`config.mk`:
```
export PLATFORM = sky130hd
export DESIGN_NAME = antialiased_ring_pixel_shader
export DESIGN_NICKNAME = d
export VERILOG_FILES = /design/src/rtl/arps_pkg.sv /design/src/rtl/arps_sqrt.sv /design/src/rtl/antialiased_ring_pixel_shader.sv
export SDC_FILE = /design/constraint.sdc
export NUM_CORES = 2
export LEC_CHECK = 0
export BUFFER_PORTS_ARGS = -buffer_cell sky130_fd_sc_hd__buf_2
export CAP_MARGIN = 20
export CORE_ASPECT_RATIO = 1.5
export CORE_MARGIN = 4
export CORE_UTILIZATION = 36
export CTS_CLUSTER_SIZE = 14
export DETAILED_ROUTE_END_ITERATION = 16
export MAX_ROUTING_LAYER = met4
export PLACE_DENSITY_LB_ADDON = 0.1
export SLEW_MARGIN = 15
export SYNTH_ARGS = -nofsm -noshare
export SYNTH_HDL_FRONTEND = slang
export SYNTH_SLANG_ARGS = --single-unit
```
`constraint.sdc`:
```
create_clock -name i_clk -period 142.1 [get_ports i_clk]
set_clock_uncertainty 0.1 [all_clocks]
set_input_delay 7.105 -clock i_clk [delete_from_list [all_inputs] [get_ports i_clk]]
set_output_delay 7.105 -clock i_clk [all_outputs]
set_load 0.02 [all_outputs]
```
`src/rtl/arps_pkg.sv`:
```
`timescale 1ns / 1ps

package arps_pkg;

    // Coordinate and color widths.
    localparam int COORD_BITS     = 10;
    localparam int COLOR_BITS     = 24;
    localparam int BYTE_BITS      = 8;
    localparam int NUM_BYTES      = COLOR_BITS / BYTE_BITS;

    // Fixed point: distance and alpha carry eight fractional bits.
    localparam int FRAC_BITS      = 8;
    localparam int ALPHA_BITS     = FRAC_BITS + 1;
    localparam int ALPHA_ONE      = 1 << FRAC_BITS;
    localparam int ALPHA_HALF     = 1 << (FRAC_BITS - 1);

    // Squared distance, radicand and root widths.
    localparam int SQ_BITS        = 2 * COORD_BITS + 1;
    localparam int ROOT_BITS      = (SQ_BITS + 2 * FRAC_BITS + 1) / 2;
    localparam int RADICAND_BITS  = 2 * ROOT_BITS;

    // Configuration port.
    localparam int CFG_INDEX_BITS = 3;
    localparam int CFG_DATA_BITS  = 24;

    typedef enum logic [CFG_INDEX_BITS-1:0] {
        CFG_CENTER_X       = 3'd0,
        CFG_CENTER_Y       = 3'd1,
        CFG_RING_RADIUS    = 3'd2,
        CFG_RING_THICKNESS = 3'd3,
        CFG_FORE_COLOR     = 3'd4,
        CFG_BACK_COLOR     = 3'd5
    } t_cfg_index;

    typedef struct packed {
        logic [COORD_BITS-1:0] pixel_x;
        logic [COORD_BITS-1:0] pixel_y;
    } t_in_item;

    typedef struct packed {
        logic [COORD_BITS-1:0] out_x;
        logic [COORD_BITS-1:0] out_y;
        logic                  write_enable;
        logic [COLOR_BITS-1:0] pixel_color;
    } t_out_item;

endpackage

```
`src/rtl/arps_sqrt.sv`:
```
`timescale 1ns / 1ps

module arps_sqrt (
    input  logic                                i_clk,
    input  logic                                i_rst_n,
    input  logic                                i_en,
    input  logic                                i_valid,
    input  logic [arps_pkg::RADICAND_BITS-1:0]  i_radicand,
    input  arps_pkg::t_in_item                  i_tag,
    output logic                                o_valid,
    output logic [arps_pkg::ROOT_BITS-1:0]      o_root,
    output arps_pkg::t_in_item                  o_tag
);
    import arps_pkg::*;

    // Up to two root bits are resolved in each stage; the last stage resolves one.
    localparam int STEPS    = 2;
    localparam int NSTG     = (ROOT_BITS + STEPS - 1) / STEPS;
    localparam int REM_BITS = ROOT_BITS + 3;

    typedef struct packed {
        logic                     valid;
        logic [RADICAND_BITS-1:0] rad;
        logic [REM_BITS-1:0]      rem;
        logic [ROOT_BITS-1:0]     q;
        t_in_item                 tag;
    } t_stage;

    t_stage r_stg [NSTG];
    t_stage n_stg [NSTG];

    always_comb begin
        int j;
        logic [REM_BITS-1:0] rw;
        logic [REM_BITS-1:0] trial;
        for (int k = 0; k < NSTG; k++) begin
            if (k == 0) begin
                n_stg[k].valid = i_valid;
                n_stg[k].rad   = i_radicand;
                n_stg[k].rem   = '0;
                n_stg[k].q     = '0;
                n_stg[k].tag   = i_tag;
            end else begin
                n_stg[k] = r_stg[k-1];
            end
            for (int s = 0; s < STEPS; s++) begin
                j = k * STEPS + s;
                if (j < ROOT_BITS) begin
                    // Bring down the next pair of radicand bits and try 4q+1.
                    rw    = {n_stg[k].rem[REM_BITS-3:0],
                             n_stg[k].rad[2 * (ROOT_BITS - 1 - j) +: 2]};
                    trial = {1'b0, n_stg[k].q, 2'b01};
                    if (rw >= trial) begin
                        n_stg[k].rem = rw - trial;
                        n_stg[k].q   = {n_stg[k].q[ROOT_BITS-2:0], 1'b1};
                    end else begin
                        n_stg[k].rem = rw;
                        n_stg[k].q   = {n_stg[k].q[ROOT_BITS-2:0], 1'b0};
                    end
                end
            end
        end
    end

    always_ff @(posedge i_clk) begin
        if (!i_rst_n) begin
            for (int k = 0; k < NSTG; k++) begin
                r_stg[k].valid <= 1'b0;
            end
        end else if (i_en) begin
            for (int k = 0; k < NSTG; k++) begin
                r_stg[k] <= n_stg[k];
            end
        end
    end

    assign o_valid = r_stg[NSTG-1].valid;
    assign o_root  = r_stg[NSTG-1].q;
    assign o_tag   = r_stg[NSTG-1].tag;

endmodule

```
`src/rtl/antialiased_ring_pixel_shader.sv`:
```
`timescale 1ns / 1ps

// Channel   | Direction | Handshake                 | Payload
// ----------+-----------+---------------------------+------------------------------
// pixel in  | input     | i_in_valid / o_in_stall   | i_in_data  (pixel_x, pixel_y)
// result    | output    | o_out_valid / i_out_stall | o_out_data (x, y, we, color)
// config    | input     | i_cfg_valid / o_cfg_ready | i_cfg_index, i_cfg_data
//
// One pixel transaction is accepted per clock while o_in_stall is low; each produces one result
// through 17 pipeline stages, ten of them in the square root, then the output register.
// The sustained rate of one item per cycle, while no stall is held, is set by the pipelined square root,
// which resolves up to two root bits per stage.
// Reset is synchronous and active low; it clears valid bits and loads register defaults.
// A stalled result is caught by a skid register; while it is full, o_in_stall is high.

module antialiased_ring_pixel_shader (
    input  logic                                 i_clk,
    input  logic                                 i_rst_n,
    input  logic                                 i_in_valid,
    output logic                                 o_in_stall,
    input  arps_pkg::t_in_item                   i_in_data,
    output logic                                 o_out_valid,
    input  logic                                 i_out_stall,
    output arps_pkg::t_out_item                  o_out_data,
    input  logic                                 i_cfg_valid,
    output logic                                 o_cfg_ready,
    input  logic [arps_pkg::CFG_INDEX_BITS-1:0]  i_cfg_index,
    input  logic [arps_pkg::CFG_DATA_BITS-1:0]   i_cfg_data
);
    import arps_pkg::*;

    localparam int PROD_BITS = ALPHA_BITS + BYTE_BITS;

    // Per-stage payloads. Each carries its own valid bit.
    typedef struct packed {
        logic                  valid;
        t_in_item              tag;
        logic [COORD_BITS-1:0] dx;
        logic [COORD_BITS-1:0] dy;
    } t_stage_a;

    typedef struct packed {
        logic                    valid;
        t_in_item                tag;
        logic [2*COORD_BITS-1:0] dx2;
        logic [2*COORD_BITS-1:0] dy2;
    } t_stage_b;

    typedef struct packed {
        logic               valid;
        t_in_item           tag;
        logic [SQ_BITS-1:0] sq;
    } t_stage_c;

    typedef struct packed {
        logic                 valid;
        t_in_item             tag;
        logic [ROOT_BITS-1:0] off;
    } t_stage_d;

    typedef struct packed {
        logic                  valid;
        t_in_item              tag;
        logic [ALPHA_BITS-1:0] a8;
    } t_stage_e;

    typedef struct packed {
        logic                                 valid;
        t_in_item                             tag;
        logic                                 we;
        logic [NUM_BYTES-1:0][PROD_BITS-1:0]  pf;
        logic [NUM_BYTES-1:0][PROD_BITS-1:0]  pb;
    } t_stage_f;

    typedef struct packed {
        logic      valid;
        t_out_item item;
    } t_stage_g;

    // Configuration registers. The user must write them only while the block is idle;
    // the block itself does not enforce this, and the stages read them directly.
    logic [COORD_BITS-1:0] r_center_x;
    logic [COORD_BITS-1:0] r_center_y;
    logic [COORD_BITS-1:0] r_radius;
    logic [COORD_BITS-1:0] r_thick;
    logic [COLOR_BITS-1:0] r_fore;
    logic [COLOR_BITS-1:0] r_back;

    assign o_cfg_ready = 1'b1;

    always_ff @(posedge i_clk) begin
        if (!i_rst_n) begin
            r_center_x <= '0;
            r_center_y <= '0;
            r_radius   <= '0;
            r_thick    <= COORD_BITS'(1);
            r_fore     <= '0;
            r_back     <= '0;
        end else if (i_cfg_valid && o_cfg_ready) begin
            case (t_cfg_index'(i_cfg_index))
                CFG_CENTER_X:       r_center_x <= i_cfg_data[COORD_BITS-1:0];
                CFG_CENTER_Y:       r_center_y <= i_cfg_data[COORD_BITS-1:0];
                CFG_RING_RADIUS:    r_radius   <= i_cfg_data[COORD_BITS-1:0];
                CFG_RING_THICKNESS: r_thick    <= i_cfg_data[COORD_BITS-1:0];
                CFG_FORE_COLOR:     r_fore     <= i_cfg_data[COLOR_BITS-1:0];
                CFG_BACK_COLOR:     r_back     <= i_cfg_data[COLOR_BITS-1:0];
                default: begin
                    // Indexes past the register list are ignored.
                end
            endcase
        end
    end

    // The whole pipeline advances together unless the skid register is holding
    // a result that the output register could not take.
    logic     r_skid_valid;
    t_out_item r_skid;
    logic     r_out_valid;
    t_out_item r_out;
    logic     w_en;
    logic     w_out_ready;

    assign w_en        = !r_skid_valid;
    assign o_in_stall  = r_skid_valid;
    assign w_out_ready = !r_out_valid || !i_out_stall;

    t_stage_a r_a, n_a;
    t_stage_b r_b, n_b;
    t_stage_c r_c, n_c;
    t_stage_d r_d, n_d;
    t_stage_e r_e, n_e;
    t_stage_f r_f, n_f;
    t_stage_g r_g, n_g;

    logic                     w_sq_valid;
    logic [ROOT_BITS-1:0]     w_root;
    t_in_item                 w_sq_tag;
    logic [RADICAND_BITS-1:0] w_radicand;

    // Stage A: absolute offsets from the center.
    always_comb begin
        n_a.valid = i_in_valid;
        n_a.tag   = i_in_data;
        n_a.dx    = (i_in_data.pixel_x >= r_center_x) ? i_in_data.pixel_x - r_center_x
                                                      : r_center_x - i_in_data.pixel_x;
        n_a.dy    = (i_in_data.pixel_y >= r_center_y) ? i_in_data.pixel_y - r_center_y
                                                      : r_center_y - i_in_data.pixel_y;
    end

    // Stage B: squares of the offsets.
    always_comb begin
        n_b.valid = r_a.valid;
        n_b.tag   = r_a.tag;
        n_b.dx2   = (2*COORD_BITS)'(r_a.dx) * (2*COORD_BITS)'(r_a.dx);
        n_b.dy2   = (2*COORD_BITS)'(r_a.dy) * (2*COORD_BITS)'(r_a.dy);
    end

    // Stage C: squared distance.
    always_comb begin
        n_c.valid = r_b.valid;
        n_c.tag   = r_b.tag;
        n_c.sq    = SQ_BITS'(r_b.dx2) + SQ_BITS'(r_b.dy2);
    end

    // The square root of the squared distance scaled by 2^16 gives the
    // distance with eight fractional bits.
    assign w_radicand = RADICAND_BITS'(r_c.sq) << (2 * FRAC_BITS);

    arps_sqrt u_sqrt (
        .i_clk      (i_clk),
        .i_rst_n    (i_rst_n),
        .i_en       (w_en),
        .i_valid    (r_c.valid),
        .i_radicand (w_radicand),
        .i_tag      (r_c.tag),
        .o_valid    (w_sq_valid),
        .o_root     (w_root),
        .o_tag      (w_sq_tag)
    );

    // Stage D: distance from the ring centerline.
    always_comb begin
        logic [ROOT_BITS-1:0] radius_fix;
        radius_fix = ROOT_BITS'({r_radius, FRAC_BITS'(0)});
        n_d.valid  = w_sq_valid;
        n_d.tag    = w_sq_tag;
        n_d.off    = (w_root >= radius_fix) ? w_root - radius_fix : radius_fix - w_root;
    end

    // Stage E: coverage is half a pixel plus half the thickness minus the
    // offset, saturated to the range from zero to one.
    always_comb begin
        logic [ROOT_BITS-1:0]      lim;
        logic signed [ROOT_BITS:0] cov;
        lim = ROOT_BITS'({r_thick, (FRAC_BITS - 1)'(0)}) + ROOT_BITS'(ALPHA_HALF);
        cov = $signed({1'b0, lim}) - $signed({1'b0, r_d.off});
        n_e.valid = r_d.valid;
        n_e.tag   = r_d.tag;
        if (cov[ROOT_BITS]) begin
            n_e.a8 = '0;
        end else if (cov > $signed((ROOT_BITS + 1)'(ALPHA_ONE))) begin
            n_e.a8 = ALPHA_BITS'(ALPHA_ONE);
        end else begin
            n_e.a8 = cov[ALPHA_BITS-1:0];
        end
    end

    // Stage F: weighted foreground and background bytes.
    always_comb begin
        logic [ALPHA_BITS-1:0] na;
        na        = ALPHA_BITS'(ALPHA_ONE) - r_e.a8;
        n_f.valid = r_e.valid;
        n_f.tag   = r_e.tag;
        n_f.we    = (r_e.a8 != '0);
        for (int i = 0; i < NUM_BYTES; i++) begin
            n_f.pf[i] = PROD_BITS'(r_e.a8) * PROD_BITS'(r_fore[i*BYTE_BITS +: BYTE_BITS]);
            n_f.pb[i] = PROD_BITS'(na) * PROD_BITS'(r_back[i*BYTE_BITS +: BYTE_BITS]);
        end
    end

    // Stage G: blend sums, truncated; uncovered pixels report black.
    always_comb begin
        logic [PROD_BITS-1:0] sum;
        n_g.valid             = r_f.valid;
        n_g.item.out_x        = r_f.tag.pixel_x;
        n_g.item.out_y        = r_f.tag.pixel_y;
        n_g.item.write_enable = r_f.we;
        n_g.item.pixel_color  = '0;
        for (int i = 0; i < NUM_BYTES; i++) begin
            sum = r_f.pf[i] + r_f.pb[i];
            if (r_f.we) begin
                n_g.item.pixel_color[i*BYTE_BITS +: BYTE_BITS] = sum[FRAC_BITS +: BYTE_BITS];
            end
        end
    end

    always_ff @(posedge i_clk) begin
        if (!i_rst_n) begin
            r_a.valid <= 1'b0;
            r_b.valid <= 1'b0;
            r_c.valid <= 1'b0;
            r_d.valid <= 1'b0;
            r_e.valid <= 1'b0;
            r_f.valid <= 1'b0;
            r_g.valid <= 1'b0;
        end else if (w_en) begin
            r_a <= n_a;
            r_b <= n_b;
            r_c <= n_c;
            r_d <= n_d;
            r_e <= n_e;
            r_f <= n_f;
            r_g <= n_g;
        end
    end

    // Output register with a skid slot. When the output can move, it takes the
    // skid entry first, otherwise the last pipeline stage. When it cannot move,
    // a result leaving the pipeline parks in the skid slot, which freezes the
    // pipeline on the following cycle.
    always_ff @(posedge i_clk) begin
        if (!i_rst_n) begin
            r_out_valid  <= 1'b0;
            r_skid_valid <= 1'b0;
        end else if (w_out_ready) begin
            r_out_valid  <= r_skid_valid || r_g.valid;
            r_out        <= r_skid_valid ? r_skid : r_g.item;
            r_skid_valid <= 1'b0;
        end else if (w_en && r_g.valid) begin
            r_skid_valid <= 1'b1;
            r_skid       <= r_g.item;
        end
    end

    assign o_out_valid = r_out_valid;
    assign o_out_data  = r_out;

    // The skid slot is only ever filled behind a waiting output.
    a_skid_behind_out: assert property (@(posedge i_clk) disable iff (!i_rst_n)
        r_skid_valid |-> r_out_valid)
        else $error("skid entry held without a pending output");

    // A result leaving the pipeline into a stalled output must land in the skid slot.
    a_no_drop: assert property (@(posedge i_clk) disable iff (!i_rst_n)
        (r_g.valid && r_out_valid && i_out_stall && !r_skid_valid) |=> r_skid_valid)
        else $error("result dropped at stalled output");

    // Coverage never exceeds one.
    a_alpha_range: assert property (@(posedge i_clk) disable iff (!i_rst_n)
        r_e.valid |-> (r_e.a8 <= ALPHA_BITS'(ALPHA_ONE)))
        else $error("coverage out of range");

    // Uncovered pixels report a zero color.
    a_zero_color: assert property (@(posedge i_clk) disable iff (!i_rst_n)
        (o_out_valid && !o_out_data.write_enable) |-> (o_out_data.pixel_color == '0))
        else $error("nonzero color on unwritten pixel");

endmodule
```
==> results.toml <==
[status]
status = "completed"

[timing]
slew_viol_final = 0
hold_viol_final = 0
worst-slew-pin-transition_ps = 1130
rsz0062_at_grt = "false"
fin_crit_ps = 10960
fmax_mhz = 91.2
period_share_pct = 7.71
setup_viol = 0
tns_ps = 0
fin_hold_ws_ps = 263
max_slew_margin_pct = 24.9

[clocking]
insertion_delay_ps = 790
clockBufferDepth = 3
ctsResizeCount = 0
cts_inserted_buffers = 113
cts_tree = "yes"
cts.sinks = 1082
clk_pin_slew_ps = 60
cts_root_buf = "clkbuf_16"
cts_hold_buf = 0
post_cts_buffers = 0
htreeDepth = 3

[logic_synthesis]
synth_area_sq_um = 70100
yosysSeqAreaShare_pct = 44.8
syn_inst = 6343
ys_warn_count = 0
ys_types = 86
avgSynthCellArea_sq_um = 11.1
yosys_register_bits = 1082
async_flop_share_pct = 0
yosys_most_used_dff = "edfxtp_1"
synth-edff-count = 976
synth_nets = 7382

[setup_path]
worstPathRequired_ps = 142360
reg2reg_depth = 22
path_class = "input port to flip-flop"
max_stage_delay_ps = 890
ff2ff_setup_slack_ps = 134740
r2r_end = "u_sqrt.r_stg[0][746]"
timing.rr.start = "u_sqrt.r_stg[0][622]"
cp_cell_sequence = "buf_4 > nor2b_4 > buf_12 > buf_4 > buf_12 > buf_4"
critPathBufInv = 5
slowest_stage = "buf_4"
worstSetupEndpointType = "flip-flop"
crit_top_cell = "buf_4"
cp-start-kind = "input port"
cp.arrival_ps = 11220
crit_path_max_fanout = 177
critical-path-top-delay-family = "buffers and inverters"

[floorplanning]
die-area_sq_um = 202000
die_y_microns = 548
initial_core_util_pct = 36.1
rows = 198
core_area_sq_um = 194000
ios = 100
die_x_microns = 368

[route]
drc = 0
wl_per_cell_microns = 18.0
firstDrtPassIters = 5
wl_microns = 164000
ant_nets = 0
post_drt_via_cell_ratio = 4.90
num_vias = 44620
drt-initial-drc-count = 2311

[global_route]
grt_max_degree = 178
gr-usage-all-layers_pct = 16.6
grt_pass1_vias = 46165
grt_overflow = 0
antenna_found_initial = 4
grt_pass1_wl_microns = 258000

[hold_path]
holdPathStages = 0
hp-start = "u_sqrt.r_stg[0][307]"
min_path_type = "flip-flop to flip-flop"
hold_end = "u_sqrt.r_stg[0][407]"

[placement]
place.gp.congestion = 0.848
hpwl_microns = 125000
io_buffers = 98

[cells_and_area]
final_net_count = 7446
n_fill_cell = 18898
syn2layout_area_growth_pct = 10.5
layout_commonest_cell = "edfxtp_1"
final_cell_mix = "edfxtp_1, inv_1, nand2_1"
drive_gt1_share_pct = 7.04

[pwr]
max-vdd-ir-drop_uv = 11.0
power_per_cell_area_nw_per_um2 = 15.4
power_w = 0.00120
p_leak_nw = 33.0

[job]
drv_cap = 0
per-layer routing:
| layer | track usage (%) | routed length (microns) | vias up | share of wire [%] |
|---|---|---|---|---|
| li1 | - | - | 21898 | - |
| met1 | 18.1 | 64800 | 21944 | 40 |
| met2 | 31.7 | 90400 | 560 | 55 |
| met3 | 1.84 | 4360 | 218 | 2.7 |
| met4 | 4.68 | 4250 | 0 | 2.6 |
| met5 | - | 0 | - | 0 |
sequential cells by signal, indices dropped and copies added (netlist names), 22 cells and up:
signal / flops
r_fore: 24
r_b: 38
u_sqrt.r_stg: 526
n_g: 22
r_c: 42
r_skid: 45
r_g: 46
r_f: 96
o_out_data: 45
r_back: 24
kinds of logic (layout without fill, tap and decap cells):
group,after synthesis,in the layout,share of synthesized area (%)
AND/OR/NAND/NOR,1809,1809,12.8
flip-flops,1082,1082,44.8
AO/OA/AOI/OAI,994,994,9.13
adder cells (fa/ha/maj),987,987,21.3
buffers and inverters,962,1122,5.20
XOR/XNOR,382,382,4.77
multiplexers,126,126,1.94
other,1,4,0.00535
power breakdown:
group          internal [W]  switching, W
combinational      0.000187      0.000255
sequential         0.000416     0.0000290
clock              0.000175      0.000134
metrics by stage:
step                util (%)  cell area (sq um)  setup WS, ps  cells
finish                  39.9              77500        131140   9106
detailed placement      37.9              73600        130360   8890
global placement        37.9              73500        130430   8888
CTS                     39.9              77500        131180   9101
global route            39.9              77500        130880   9105
floorplan                  -              70100         91160   6343
worst max-delay path by stage:
stage          cells after the start    start              endpoint
2_1_floorplan                      3  i_rst_n             r_skid[0]
5_1_grt                            6  i_rst_n  u_sqrt.r_stg[0][347]
3_3_place_gp                       6  i_rst_n  u_sqrt.r_stg[0][350]
3_5_place_dp                       6  i_rst_n  u_sqrt.r_stg[0][350]
4_1_cts                            6  i_rst_n  u_sqrt.r_stg[0][349]
6_report                           6  i_rst_n  u_sqrt.r_stg[0][349]
cells in the mapped netlist (106+ instances only):
cell / number / area [sq um]
edfxtp_1: 976 / 29300
inv_1: 769 / 2890
nand2_1: 650 / 2440
ha_1: 639 / 8000
fa_1: 348 / 6970
and2_1: 328 / 2050
nor2_1: 289 / 1080
a21oi_1: 287 / 1440
xnor2_1: 248 / 2170
o21ai_0: 191 / 956
clkbuf_1: 163 / 612
xor2_1: 134 / 1170
a21o_1: 113 / 848
dfxtp_1: 106 / 2120
nor3_1: 106 / 531
area by class of cell:
class / instances / area, sq um / share of cell area [%]
flip-flops and latches: 1082 / 31400 / 40.6
inverters: 773 / 2900 / 3.75
diodes: 3 / 7.51 / 0.00969
clock buffers: 133 / 3000 / 3.87
multi-input cells: 4299 / 35200 / 45.4
repair buffers: 138 / 842 / 1.09
well taps: 2600 / 3250 / 4.20
clock inverters: 78 / 906 / 1.17
worst reg2reg max path, cell delays in order (launching register included):
cell and delay, ps:
edfxtp_1 410, inv_1 100, ha_1 290, a21o_1 120, a21oi_1 120, o21ai_0 430
a21oi_1 270, nand2_1 120, buf_4 270, clkinv_1 570, ha_1 440, inv_1 60
ha_1 220, a21o_1 160, a21oi_1 210, o21ai_0 180, o41ai_1 720, nand4b_1 220
a41oi_1 230, a21boi_0 370, and3_1 520, inv_1 510, mux2_2 440
Power figures use the tool's default switching activity.
